## src/rtl/cyk_pkg.sv

```systemverilog
package cyk_pkg;

  localparam int MAX_LEN_DEF        = 32;
  localparam int MAX_NT_DEF         = 32;
  localparam int MAX_BIN_RULES_DEF  = 128;
  localparam int MAX_TERM_RULES_DEF = 64;

  localparam int FIELD_NT_W  = 5;
  localparam int FIELD_SYM_W = 8;
  localparam int COUNT_W     = 32;
  localparam int IN_TDATA_W  = 32;
  localparam int OUT_TDATA_W = 32;

  typedef enum logic [1:0] {
    CMD_CLEAR = 2'd0,
    CMD_BIN   = 2'd1,
    CMD_TERM  = 2'd2,
    CMD_BYTE  = 2'd3
  } cmd_t;

  // Datapath operation selected by the controller for the current cycle.
  typedef enum logic [3:0] {
    OP_IDLE   = 4'd0,
    OP_CLEAR  = 4'd1,
    OP_TERM   = 4'd2,
    OP_TRD    = 4'd3,
    OP_TWR    = 4'd4,
    OP_RULE   = 4'd5,
    OP_RD     = 4'd6,
    OP_MUL    = 4'd7,
    OP_ACC    = 4'd8,
    OP_FINAL  = 4'd9
  } op_t;

  typedef struct packed {
    op_t  op;
  } dp_cmd_t;

  typedef struct packed {
    logic done;
  } dp_sts_t;

endpackage

```

## src/rtl/cyk_ctrl.sv

```systemverilog
module cyk_ctrl (
  input  logic             clk,
  input  logic             rst_n,
  input  logic             start,
  input  logic             ovf,
  input  cyk_pkg::dp_sts_t sts,
  input  logic             out_ready,
  output cyk_pkg::dp_cmd_t cmd,
  output logic             busy,
  output logic             out_valid,
  output logic             str_done
);

  typedef enum logic [3:0] {
    S_IDLE, S_CLEAR, S_TERM, S_TRD, S_TWR, S_RULE, S_RD, S_MUL, S_ACC, S_FINAL,
    S_LATCH, S_OUT
  } state_t;

  state_t state_r, state_nxt;
  logic   out_valid_r, out_valid_nxt;

  always_comb begin
    state_nxt = state_r;
    out_valid_nxt = out_valid_r;
    case (state_r)
      S_IDLE:  if (start) state_nxt = ovf ? S_LATCH : S_CLEAR;
      S_CLEAR: if (sts.done) state_nxt = S_TERM;
      S_TERM:  state_nxt = sts.done ? S_RULE : S_TRD;
      S_TRD:   state_nxt = S_TWR;
      S_TWR:   state_nxt = sts.done ? S_RULE : S_TERM;
      S_RULE:  state_nxt = sts.done ? S_FINAL : S_RD;
      S_RD:    state_nxt = S_MUL;
      S_MUL:   state_nxt = S_ACC;
      S_ACC:   state_nxt = sts.done ? S_FINAL : S_RULE;
      S_FINAL: state_nxt = S_LATCH;
      S_LATCH: begin
        state_nxt = S_OUT;
        out_valid_nxt = 1'b1;
      end
      S_OUT: if (out_ready) begin
        state_nxt = S_IDLE;
        out_valid_nxt = 1'b0;
      end
      default: state_nxt = S_IDLE;
    endcase
  end

  always_ff @(posedge clk) begin
    if (!rst_n) begin
      state_r <= S_IDLE;
      out_valid_r <= 1'b0;
    end else begin
      state_r <= state_nxt;
      out_valid_r <= out_valid_nxt;
    end
  end

  always_comb begin
    case (state_r)
      S_CLEAR: cmd.op = cyk_pkg::OP_CLEAR;
      S_TERM:  cmd.op = cyk_pkg::OP_TERM;
      S_TRD:   cmd.op = cyk_pkg::OP_TRD;
      S_TWR:   cmd.op = cyk_pkg::OP_TWR;
      S_RULE:  cmd.op = cyk_pkg::OP_RULE;
      S_RD:    cmd.op = cyk_pkg::OP_RD;
      S_MUL:   cmd.op = cyk_pkg::OP_MUL;
      S_ACC:   cmd.op = cyk_pkg::OP_ACC;
      S_FINAL: cmd.op = cyk_pkg::OP_FINAL;
      default: cmd.op = cyk_pkg::OP_IDLE;
    endcase
  end

  assign busy      = (state_r != S_IDLE);
  assign out_valid = out_valid_r;
  assign str_done  = (state_r == S_OUT) && out_ready;

  a_out_only_in_out: assert property (@(posedge clk) disable iff (!rst_n)
    out_valid_r |-> state_r == S_OUT) else $error("result valid outside output state");
  a_start_idle: assert property (@(posedge clk) disable iff (!rst_n)
    (state_r == S_IDLE && start) |=> state_r != S_IDLE) else $error("start lost");
  a_mul_after_rd: assert property (@(posedge clk) disable iff (!rst_n)
    state_r == S_MUL |-> $past(state_r) == S_RD) else $error("multiply without read");

endmodule

```

## config.mk

```make
export PLATFORM = sky130hd
export DESIGN_NAME = cyk_ctrl
export DESIGN_NICKNAME = d
export VERILOG_FILES = /design/src/rtl/cyk_pkg.sv /design/src/rtl/cyk_ctrl.sv
export SDC_FILE = /design/constraint.sdc
export NUM_CORES = 1
export LEC_CHECK = 0
export BUFFER_PORTS_ARGS = -buffer_cell sky130_fd_sc_hd__buf_2
export CELL_PAD_IN_SITES_DETAIL_PLACEMENT = 2
export CELL_PAD_IN_SITES_GLOBAL_PLACEMENT = 2
export CORE_AREA = 2 2 41 58
export CTS_CLUSTER_DIAMETER = 100
export DETAILED_ROUTE_END_ITERATION = 10
export DIE_AREA = 0 0 43 60
export PLACE_DENSITY = 0.76
export RECOVER_POWER = 50
export SLEW_MARGIN = 10
export SYNTH_ARGS = -nofsm -noshare
export SYNTH_HDL_FRONTEND = slang
export SYNTH_SLANG_ARGS = --single-unit
export TNS_END_PERCENT = 1
```

## constraint.sdc

```tcl
create_clock -name clk -period 2.4 [get_ports clk]
set_input_delay 0.36 -clock clk [delete_from_list [all_inputs] [get_ports clk]]
set_output_delay 0.36 -clock clk [all_outputs]
set_load 0.02 [all_outputs]
```

# Yosys cells after proc, flatten, opt, wreduce, memory -nomap -nowiden
# Memory sizes are Yosys's and may differ from the RTL's. A register that Yosys moved wholly into a read port is not among the register bits.
# Cells that the tools add are included.
# op_classes
order_cmp	0
n_mux	13
shift	0
add_sub_neg	0
div	0
n_bitwise	0
n_reduce_logical	6
multipliers	0
n_eq_ne	14
# ops
operator	n
$pmux W4 S12	1
$mux W4	8
$eq A4 B3 Y1 const B	4
$eq A4 B4 Y1 const B	4
$eq A4 B2 Y1 const B	2
$mux W3	2
$ne A2 B2 Y1 const B	3
$eq A4 B1 Y1 const B	1
$logic_not A4 Y1	1
$reduce_bool A4 Y1	1
$reduce_and A3 Y1	1
$pmux W1 S2	1
$reduce_and A2 Y1	1
$reduce_bool A2 Y1	1
$logic_and A1 B1 Y1	1
$mux W1	1
# word_totals
input_bits	6
output_inout_bits	7
rom_bits	64
mem_count	1
reg_bits	5
wordCells	36
latchBits	0
ramBits	0
# mem_list
name	words	word_bits	read_ports	rd_ports_with_merged_regs	write_ports	line_no	rtl
(name not given)	16	4	1	1	0	cyk_ctrl.sv:59	case (state_r)

# Depth between registers and ports, before layout
# Gate-level depths: netlist (run 1).
# depth
word_depth	5
ltp_mapped	6

# Least setup slack after synthesis (run 1)
# No wires, ideal clock.
# synth_path
path_type	reg2reg
startpoint	register state_r[3]
endpoint	register cmd[0] (netlist name)
setup_ns	0.135
stages_incl_launch_ff	6
required_ns	2.265
path_slack_ns	0.872
t_arrival_ns	1.392
cell_sequence	dfxtp_1 buf_6 or4_1 o21ai_1 nand2b_1 a211oi_1
# synth_between
elab_chain_cells	5
elab_cells_between_ends	19
classes_between	eq/ne: 14; mux: 3; reduce/logical: 2
# synth_lines
item	line_no	rtl
from (decl)	cyk_ctrl.sv:19	state_t state_r, state_nxt;
from (signal assigned)	cyk_ctrl.sv:53	state_r <= state_nxt;
$eq A4 B4 Y1 (tied with other cells)	cyk_ctrl.sv:25	case (state_r)
$ne A2 B2 Y1 (no source line)	n/a	
$reduce_and A3 Y1 (no source line)	n/a	
$mux W4 (no source line) (*) (2 in a row)	n/a	
# Mark *: on every way between the ends. The rest lies on a longest branch, timed or not.
# A chain may end at the register's enable or synchronous reset.

# Worst setup path after layout (run 1)
# layout_path
startpoint	register state_r[2]
endpoint	output port str_done
# layout_between
elab_chain_cells	2
# layout_lines
item	line_no	rtl
$eq A4 B4 Y1	cyk_ctrl.sv:75	assign str_done = (state_r == S_OUT) && out_ready;
$logic_and A1 B1 Y1	cyk_ctrl.sv:75	
to (decl)	cyk_ctrl.sv:11	output logic str_done
# Every way passes these cells.

==> results of run 1 <==
[layer usage]
metal	vias to the layer above	wire, um	part of all wire
met4	0	57	0.030
li1	300	-	-
met1	304	807	0.43
met5	-	0	0
met3	7	41	0.022
met2	13	973	0.52
[worst max path at each step]
stage,cells after the start,startpoint,to,slack (ns)
after floorplan,5,state_r[3],cmd[0],0.87
after global placement,4,state_r[0],cmd[0],0.60
after detailed placement,4,state_r[0],cmd[0],0.53
after CTS,3,state_r[2],str_done,0.39
after global routing,3,state_r[2],str_done,0.29
final,3,state_r[2],str_done,0.39
[synth_stat cells (2+ instances only)]
library cell	instances
nor2_1	4
nand2_1	5
a211oi_1	2
a2bb2oi_1	2
buf_2	3
inv_1	3
a21oi_1	5
a221oi_1	3
buf_6	4
nor2b_1	3
o21a_1	3
nand2b_1	5
o21ai_1	2
dfxtp_1	9
[where the power goes]
part	internal (W)	switching [W]	total, W
combinational	0.000208	0.000247	0.000455
sequential	0.000205	0.000139	0.000343
clock	0.0000640	0.0000516	0.000116
total	0.000476	0.000437	0.000913
[layout make-up]
type,count,area (um2),area share
well taps,22,27.5,0.0394
inverters,3,11.3,0.0161
repair buffers,12,53.8,0.0771
flip-flops and latches,9,180,0.258
multi-input cells,58,399,0.572
clock buffers,4,26.3,0.0376
[registers in the layout (all words and copies together), names as in the netlist]
name and count:
cmd 4, state_r 4, out_valid 1
[kinds of logic after synthesis]
group / after synthesis / synth area share
AOI/OAI and AO/OA: 25 / 0.275
and+or+nand+nor: 33 / 0.335
DFF: 9 / 0.275
buffers and inverters: 11 / 0.115
[worst reg2reg max path, delay by kind of cell, from the launching register on]
kind / cells / cell delay, ns
AND/OR/NAND/NOR: 2 / 0.54
flip-flops: 1 / 0.75
AO/OA/AOI/OAI: 2 / 0.52
[stage by stage]
stage | instance area, um2 | setup WS, ns | power, W
2_1_floorplan | 654 | 0.872 | 0.000730
3_3_place_gp | 678 | 0.601 | 0.000783
3_5_place_dp | 678 | 0.534 | 0.000805
4_1_cts | 704 | 0.386 | 0.000932
5_1_grt | 698 | 0.286 | 0.000991
6_report | 698 | 0.387 | 0.000913
==> summary.md, run 1 <==
| Metric | Value |
|---|---|
| First-pass GRT wire length | `3200 um` |
| Clk_lat worst skew | `0.26 ns` |
| Final hold slack | `0.374 ns` |
| Crit start category | `flop` |
| Final hold vios | `0` |
| DP Cell Count | `104` |
| Max_cap viols | `0` |
| Vias in the first global route | `667` |
| Gr usage total | `0.170` |
| Cell area after synthesis | `654 um2` |
| Cell accounting for the most synthesized area | `dfxtp_1` |
| Max VDD drop | `581 uV` |
| CP endpoint kind | `output pin` |
| Post-Layout Cell Count | `108` |
| Die footprint | `2580 um2` |
| Max Fclk | `497 MHz` |
| Worst Tran Pin Value | `0.674 ns` |
| PD cells | `1310 nW/um2` |
| WP data required | `2.04 ns` |
| Average via count per standard cell | `5.78` |
| DP HPWL | `1390 um` |
| Max stage delay cell, worst path | `dfxtp_1` |
| Core Util, Final | `0.332` |
| Total CTS buffers | `3` |
| Postcts setup bufs | `0` |
| DRT Pass-1 Iters | `4` |
| Post-Synthesis Cells | `78` |
| Die span in x | `43 um` |
| Area contributors post-synth | `dfxtp_1, buf_6, nand2b_1` |
| Final Skew | `0.000677 ns` |
| Hold path cells | `3` |
| Yosys warnings | `0` |
| Initial DRC count | `9` |
| WHS Endpoint | `state_r[0]` |
| Clock Root Buffer | `clkbuf_4` |
| CP peak stage delay | `0.71 ns` |
| FP Rows | `20` |
| Nets | `93` |
| CTS tree | `done` |
| I/O pin total | `13` |
| CTS clk-pin slew, worst paths | `0.06 ns` |
| Synth Flop Type | `dfxtp_1` |
| GRT met3 Usage | `0.0272` |
| Seq/Total Area, Yosys | `0.275` |
| Setup CP Type | `flop to output pin` |
| Final GP Congestion | `0.707` |
| Hold Crit Start | `start` |
| Top cell type's share of synthesized area | `0.275` |
| ANT cells | `0` |
| Layout cells sized above 1 | `0.174` |
| Post-synth EDFFs | `0` |
| Global route hottest layer | `met2` |
| Largest net degree at the start of global routing | `21` |
| R2R Setup Slk | `0.50 ns` |
| Max Buffers Root-to-Sink | `2` |
| Worst R2R End | `cmd[3]` |
| RSZ-0062 raised after global routing | `no` |
| Final setup fails | `0` |
| DRC violations left | `0` |
| Leak pwr | `0.265 nW` |
| Initial antenna violation count | `0` |
| Async set-reset flop share out of synthesis | `0` |
| Grt met2 use | `0.294` |
| Status | `finished clean` |
| Tmin final | `2.01 ns` |
| Clock sinks | `9` |
| Seq cells post-synth | `9` |
| Worst path bufs/invs | `1` |
| CP arrival | `1.65 ns` |
| Cells along the critical path | `and2b_1 -> and4_1 -> buf_2` |
| Critical Path Fanout Max | `18` |
| Vias | `624` |
| GR Overflow Total | `0` |
| Wirelength, routed | `1880 um` |
| Initial Util | `0.311` |
| Final number of max-transition violations | `0` |
| Post-CTS resize count | `0` |
| ANT nets after route | `0` |
| Syn Area/Cell | `8.39 um2` |
| Most common cell after layout, fill and taps aside | `dfxtp_1` |
| Routed len/inst | `17.4 um` |
| H-tree depth | `1` |
| R2R depth | `4` |
| I/O Buffers | `12` |
| M1 GR Usage | `0.189` |
| Syn nets | `84` |
| Synth-to-Final Area Change | `6.69%` |
| Rel. slew slack | `0.550` |
| Worst hold path type | `input port to flop` |
| Reg-to-reg startpoint | `state_r[0]` |
| Post-synth cell types | `39` |
| Period utilisation layout | `0.839` |
| CORE AREA | `2100 um2` |
| Commonest cells after routing, fill and taps aside | `dfxtp_1, buf_2, clkbuf_1` |
| Die Y | `60 um` |
| Kind of cell adding the most delay to the critical path | `flip-flops` |
| Cts hold-fix bufs | `0` |
| Setup TNS | `0 ns` |
| Filler cell count in the final layout | `259` |
Note: power is estimated with default switching activity, not from simulation.
==> run 2, diff against run 1 <==
ABC_AREA = 1   (was unset)
CORE_AREA = 2 2 45 64   (was 2 2 41 58)
DIE_AREA = 0 0 47 66   (was 0 0 43 60)
PLACE_DENSITY = 0.65   (was 0.76)
clock period = 1.7 ns   (was 2.4 ns; I/O delays follow)
==> run 2 against run 1 <==
Effect of this change: power up 57%; flip-flop and latch count stayed put; synthesized cell count up 12%; critical path depth rose by 2; die area up 20%; first-iteration DRC count shrank 56%; highest routed layer unchanged; largest cell class unchanged; clock power increased by 34%; non-clock buffer count unchanged; setup slack worse by 0.20 ns; final area shrank 3.2%; core utilization decreased by 6.5 points.
==> summary.md, run 2 <==
| Metric | Value |
|---|---|
| Worst path bufs/invs | `3 (+2)` |
| Synth-to-Final Area Change | `21.9%` |
| FP Rows | `22 (+10%)` |
| Core Util, Final | `0.267 (-0.0653)` |
| Switching Fraction | `0.538 (+0.0592)` |
| Clock sinks | `9 (unchanged)` |
| Die span in x | `47 um (+9.3%)` |
| Largest net degree at the start of global routing | `9 (-57%)` |
| Final number of max-transition violations | `0 (unchanged)` |
| Worst Tran Pin Value | `0.344 ns (-0.329 ns)` |
| ANT cells | `0 (unchanged)` |
| CTS tree | `done` |
| PD cells | `2130 nW/um2 (+63%)` |
| GR Overflow Total | `0 (unchanged)` |
| Final hold vios | `0 (unchanged)` |
| Syn Area/Cell | `6.37 um2 (-24%)` |
| I/O pin total | `13 (unchanged)` |
| Multiplexer share of the synthesized area | `0 (unchanged)` |
| Synth top cells by count | `nand2_1, nand3_1, nor2_1, inv_1, dfxtp_1` |
| R2R depth | `7 (+3)` |
| Commonest cells after routing, fill and taps aside | `nand2_1, nand3_1, inv_1, nor2_1` |
| Seq/Total Area, Yosys | `0.325 (+0.0497)` |
| Max VDD drop | `761 uV (+31%)` |
| Leak pwr | `0.363 nW (+37%)` |
| Seq cells post-synth | `9 (unchanged)` |
| Int Pwr | `0.000664 W (+39%)` |
| I/O Buffers | `12 (unchanged)` |
| Rel. slew slack | `0.770 (+0.220)` |
| Sequential Area | `183 um2 (+1.4%)` |
| Max Fclk | `661 MHz` |
| Count leader, synth | `nand2_1` |
| Initial Util | `0.219 (-0.0924)` |
| CP arrival | `1.26 ns (-0.39 ns)` |
| Syn nets | `93 (+11%)` |
| Max_cap viols | `0 (unchanged)` |
| Max stage delay cell, worst path | `dfxtp_2` |
| DRC violations left | `0 (unchanged)` |
| Area contributors post-synth | `dfxtp_1, nand3_1, nand2_1` |
| Flop pwr share | `0.276 (-0.100)` |
| Routed len/inst | `12.9 um (-26%)` |
| Worst R2R End | `cmd[3]` |
| Layout cells sized above 1 | `0.216 (+0.0413)` |
| Vias in the first global route | `643 (-3.6%)` |
| Synth Area in Simple Gates | `0.540 (+0.205)` |
| WP data required | `1.44 ns (-0.60 ns)` |
| Critical Path Sink | `str_done` |
| Kind of cell adding the most delay to the critical path | `flip-flops` |
| Vias | `608 (-2.6%)` |
| Sw power | `0.000773 W (+77%)` |
| Crit path launch | `state_r[3]` |
| Pwr Total | `0.00144 W (+57%)` |
| Final Skew | `0.00216 ns (+0.00149 ns)` |
| Synth Flop Type | `dfxtp_1` |
| Post-synthesis adder-cell area fraction | `0 (unchanged)` |
| Die Y | `66 um (+10%)` |
| Post-Synthesis Cells | `87 (+12%)` |
| Final setup fails | `0 (unchanged)` |
| Combinational share of power | `0.615 (+0.117)` |
| First-pass GRT wire length | `2910 um (-9.1%)` |
| RSZ-0062 raised after global routing | `no` |
| Top cell type's share of synthesized area | `0.325 (+0.0497)` |
| Initial antenna violation count | `0 (unchanged)` |
| CP endpoint kind | `output pin` |
| Post-synth cell types | `17 (-56%)` |
| Synth Area in XOR/XNOR | `0 (unchanged)` |
| Reg-to-reg startpoint | `state_r[2]` |
| Period utilisation layout | `0.890` |
| Clk_lat worst skew | `0.25 ns (about the same)` |
| Multi-input logic area | `322 um2 (-19%)` |
| Wirelength, routed | `1780 um (-5.2%)` |
| Setup TNS | `0 ns (unchanged)` |
| Clock power frac | `0.109 (-0.018)` |
| ANT nets after route | `0 (unchanged)` |
| Synth Area in Compound Gates | `0.0406 (-0.235)` |
| Die footprint | `3100 um2 (+20%)` |
| Critical Path Stages | `5 (+2)` |
| Post-synth EDFFs | `0 (unchanged)` |
| Critical Path Fanout Max | `7 (-11)` |
| Cell accounting for the most synthesized area | `dfxtp_1` |
| Crit start category | `flop` |
| Worst hold path type | `input port to flop` |
| Tmin final | `1.51 ns` |
| Final GP Congestion | `0.780 (+10%)` |
| CTS clk-pin slew, worst paths | `0.06 ns (about the same)` |
| DP HPWL | `1540 um (+11%)` |
| Total CTS buffers | `3 (unchanged)` |
| Status | `finished clean` |
| Yosys warnings | `0 (unchanged)` |
| Most common cell after layout, fill and taps aside | `nand2_1` |
| Largest family of logic cells by synthesized area | `simple AND/OR/NAND/NOR gates` |
| Average via count per standard cell | `4.41 (-24%)` |
| Max Buffers Root-to-Sink | `2 (unchanged)` |
| Gr usage total | `0.134 (-0.0359)` |
| Cts hold-fix bufs | `0 (unchanged)` |
| Async set-reset flop share out of synthesis | `0 (unchanged)` |
| Nets | `109 (+17%)` |
| R2R Setup Slk | `0.19 ns (-0.31 ns)` |
| Filler cell count in the final layout | `352 (+36%)` |
| CP peak stage delay | `0.39 ns (-0.32 ns)` |
| Cells along the critical path | `inv_2 -> nor2_4 -> nand3_1 -> inv_1 -> buf_2` |
| Clock Root Buffer | `clkbuf_4` |
| DRT Pass-1 Iters | `3 (-1)` |
| CORE AREA | `2530 um2 (+20%)` |
| Cell area after synthesis | `554 um2 (-15%)` |
| H-tree depth | `1 (unchanged)` |
| Setup CP Type | `flop to output pin` |
| Initial DRC count | `4 (-5)` |
-- run 2: cell count changes after synthesis, sizes merged, moves of 3 or more --
cell	delta
nor2b	-3
nand3	+16
inv	+9
a211oi	-3
nand2	+19
buf	-6
o21a	-3
nor2	+11
a21oi	-3
a221oi	-3
nand2b	-5
-- run 2: worst min-delay path by stage --
stage,depth (start not counted),to,startpoint,slack [ns]
after floorplan,2,state_r[0],rst_n,0.40
after global placement,2,out_valid,out_valid,0.46
after detailed placement,2,out_valid,out_valid,0.47
after CTS,3,state_r[1],rst_n,0.32
after global routing,3,state_r[0],rst_n,0.33
final,3,state_r[0],rst_n,0.31
-- run 2: stage by stage --
stage / hold slack [ns] / setup WS, ns / std cells / instance area (um2)
detailed placement: 0.470 / 0.167 / 134 / 652
finish: 0.307 / 0.187 / 138 / 676
global route: 0.331 / 0.0400 / 138 / 676
global placement: 0.464 / 0.175 / 134 / 652
floorplan: 0.404 / 0.436 / 87 / 554
CTS: 0.316 / 0.0833 / 138 / 679
-- run 2: power groups by stage --
stage | logic, W | registers, W | clock network [W]
global route | 0.00102 | 0.000411 | 0.000176
detailed placement | 0.000913 | 0.000396 | 0
floorplan | 0.000650 | 0.000404 | 0
finish | 0.000884 | 0.000397 | 0.000156
global placement | 0.000898 | 0.000393 | 0
CTS | 0.000916 | 0.000393 | 0.000165
-- run 2: cell type report --
type | instances | share of cell area
multi-input combinational | 65 | 0.476
sequential | 9 | 0.270
timing repair buffer | 12 | 0.0796
inverter | 12 | 0.0667
tap | 36 | 0.0667
clock buffer | 3 | 0.0333
clock inverter | 1 | 0.00741
-- run 2: cell families (layout without fill, tap and decap cells) --
logic type,count (synthesis),count (layout)
AOI/OAI and AO/OA,4,4
and+or+nand+nor,61,61
buffers and inverters,13,28
DFF,9,9
-- run 2: timing repair --
item | 4_1_cts | 5_1_grt
hold endpoints to repair | 0 | 0
gates resized for setup | 0 | 2
buffers inserted | 0 | 0
setup endpoints to repair | 0 | 1
-- run 2: worst reg2reg max path: cells and delay by family (launching register included) --
family / cells / cell delay (ns)
AND/OR/NAND/NOR: 6 / 0.92
flip-flops: 1 / 0.36
buffers and inverters: 1 / 0.12
-- run 2: routing by layer --
metal | routed length, um | part of all wire | up-vias | track usage
met5 | 0 | 0 | - | 0
met4 | 21 | 0.012 | 0 | 0.0625
met3 | 28 | 0.016 | 2 | 0.0109
met2 | 1040 | 0.58 | 6 | 0.250
met1 | 689 | 0.39 | 297 | 0.142
li1 | - | - | 303 | -
==> run 3, diff against run 2 <==
--- a/config.mk
+++ b/config.mk
@@ -8,4 +8,5 @@
 export ABC_AREA = 1
 export BUFFER_PORTS_ARGS = -buffer_cell sky130_fd_sc_hd__buf_2
+export CAP_MARGIN = 10
 export CELL_PAD_IN_SITES_DETAIL_PLACEMENT = 2
 export CELL_PAD_IN_SITES_GLOBAL_PLACEMENT = 2
==> constraint.sdc (replaced) <==
create_clock -name clk -period 1.7 [get_ports clk]
set_input_delay 0.255 -clock clk [delete_from_list [all_inputs] [get_ports clk]]
set_output_delay 0.255 -clock clk [all_outputs]
set_load 0.005 [all_outputs]
==> run 3 against run 2 <==
Effect of this change: core utilization barely moved; clock skew barely moved; global-route usage unchanged; clock-buffer cell count did not move; critical path depth is the same; first-iteration DRC count grew 25%; final area fell by 0.19%; setup slack worse by 0.036 ns; register-to-register slack got worse by 0.03 ns; via count decreased by 0.33%; largest power group unchanged.
==> summary.md, run 3 (synthesis gave the netlist of run 2 again) <==
| Metric | Value |
|---|---|
| Status | `finished clean` |
| Total CTS buffers | `3 (unchanged)` |
| Largest net degree at the start of global routing | `9 (unchanged)` |
| CP endpoint kind | `output pin` |
| Period utilisation layout | `0.911 (+0.0212)` |
| Final setup fails | `0 (unchanged)` |
| R2R Setup Slk | `0.16 ns (-0.03 ns)` |
| Clock Root Buffer | `clkbuf_4` |
| FP Rows | `22 (unchanged)` |
| Max Buffers Root-to-Sink | `2 (unchanged)` |
| Routed len/inst | `12.8 um (-0.73%)` |
| Initial Util | `0.219 (unchanged)` |
| Max_cap viols | `0 (unchanged)` |
| DRC violations left | `0 (unchanged)` |
| Postcts setup bufs | `0 (unchanged)` |
| Tmin final | `1.55 ns (+0.0361 ns)` |
| Final GP Congestion | `0.780 (unchanged)` |
| Crit path launch | `state_r[3]` |
| Leak pwr | `0.366 nW (+0.94%)` |
| I/O pin total | `13 (unchanged)` |
| Nets | `109 (unchanged)` |
| Final number of max-transition violations | `0 (unchanged)` |
| Reg-to-reg startpoint | `state_r[3]` |
| ANT nets after route | `0 (unchanged)` |
| H-tree depth | `1 (unchanged)` |
| Initial antenna violation count | `0 (unchanged)` |
| GR Overflow Total | `0 (unchanged)` |
| Final Skew | `0.00230 ns (+0.000134 ns)` |
| Cells along the critical path | `inv_2 -> nor2_4 -> nand3_1 -> inv_1 -> buf_2` |
| Max stage delay cell, worst path | `dfxtp_1` |
| Worst hold path type | `input port to flop` |
| Post-CTS resize count | `0 (unchanged)` |
| DRT Pass-1 Iters | `3 (unchanged)` |
| First-pass GRT wire length | `2910 um (unchanged)` |
| Gr usage total | `0.134 (unchanged)` |
| Worst setup margin | `0.151 ns (-0.0361 ns)` |
| RSZ-0062 raised after global routing | `no` |
| CP peak stage delay | `0.44 ns (+0.05 ns)` |
| Wirelength, routed | `1770 um (-0.73%)` |
| I/O Buffers | `12 (unchanged)` |
| Most common cell after layout, fill and taps aside | `nand2_1` |
| Die Y | `66 um (unchanged)` |
| CTS clk-pin slew, worst paths | `0.06 ns (about the same)` |
| CTS tree | `done` |
| PD cells | `2020 nW/um2 (-5.2%)` |
| Initial DRC count | `5 (+1)` |
| Final hold slack | `0.308 ns (+0.000864 ns)` |
| Commonest cells after routing, fill and taps aside | `nand2_1, nand3_1, nor2_1, inv_1, dfxtp_1` |
| CP arrival | `1.29 ns (+0.03 ns)` |
| Layout cells sized above 1 | `0.216 (unchanged)` |
| Max VDD drop | `707 uV (-7.1%)` |
| Critical Path Fanout Max | `7 (unchanged)` |
| Clock sinks | `9 (unchanged)` |
| Die footprint | `3100 um2 (unchanged)` |
| Final hold vios | `0 (unchanged)` |
| Clk_lat worst skew | `0.25 ns (about the same)` |
| Cts hold-fix bufs | `0 (unchanged)` |
| Worst Tran Pin Value | `0.345 ns (+0.000917 ns)` |
| Vias in the first global route | `643 (unchanged)` |
| WP data required | `1.44 ns (about the same)` |
| Crit start category | `flop` |
| Setup CP Type | `flop to output pin` |
| CORE AREA | `2530 um2 (unchanged)` |
| Die span in x | `47 um (unchanged)` |
| Pre-CTS WS | `0.167 ns (unchanged)` |
| Hold Crit Start | `rst_n` |
| Max Fclk | `645 MHz (-2.3%)` |
| Vias | `606 (-0.33%)` |
| Synth-to-Final Area Change | `21.7%` |
| ANT cells | `0 (unchanged)` |
| DP HPWL | `1540 um (unchanged)` |
| Setup TNS | `0 ns (unchanged)` |
| Rel. slew slack | `0.770 (about the same)` |
| Average via count per standard cell | `4.39 (-0.33%)` |
run 3: through the flow:
| stage | util | total power (W) | instance area [um2] | instances |
|---|---|---|---|---|
| 3_5_place_dp | 0.257 | 0.00124 | 652 | 134 |
| 4_1_cts | 0.268 | 0.00140 | 679 | 138 |
| 3_3_place_gp | 0.257 | 0.00122 | 652 | 134 |
| 5_1_grt | 0.266 | 0.00153 | 674 | 138 |
| 6_report | 0.266 | 0.00136 | 674 | 138 |
| 2_1_floorplan | - | 0.000982 | 554 | 87 |
run 3: report_power, final:
part           internal (W)  leakage [nW]  switching [W]  total (W)
Combinational      0.000274         0.274       0.000537   0.000811
Clock             0.0000864        0.0177      0.0000702   0.000157
Sequential         0.000298        0.0742      0.0000944   0.000392
run 3: routing by layer:
| metal | part of all wire | global-route usage | vias up | wire length (um) |
|---|---|---|---|---|
| met4 | 0.012 | 0.0625 | 0 | 21 |
| met2 | 0.59 | 0.250 | 6 | 1040 |
| met5 | 0 | 0 | - | 0 |
| met1 | 0.38 | 0.142 | 295 | 677 |
| met3 | 0.016 | 0.0109 | 2 | 28 |
| li1 | - | - | 303 | - |
run 3: path summary, 6_finish.rpt:
check	endpoint	cells after the start
worst max register to register	cmd[3]	7
worst min register to register	out_valid	2
worst max-delay path	str_done	5
worst min-delay path	state_r[0]	3
run 3: worst max-delay path: cells and delay by family, from the launching register on:
family	cells	cell delay (ns)
AND/OR/NAND/NOR	2	0.32
buffers and inverters	3	0.28
flip-flops	1	0.44
run 3: area by class of cell:
| type | count | area (um2) |
|---|---|---|
| clock inverter | 1 | 5.00 |
| multi-input combinational | 65 | 322 |
| sequential | 9 | 180 |
| timing repair buffer | 12 | 55.1 |
| tap | 36 | 45.0 |
| fill | 352 | 1860 |
| inverter | 12 | 45.0 |
| clock buffer | 3 | 22.5 |
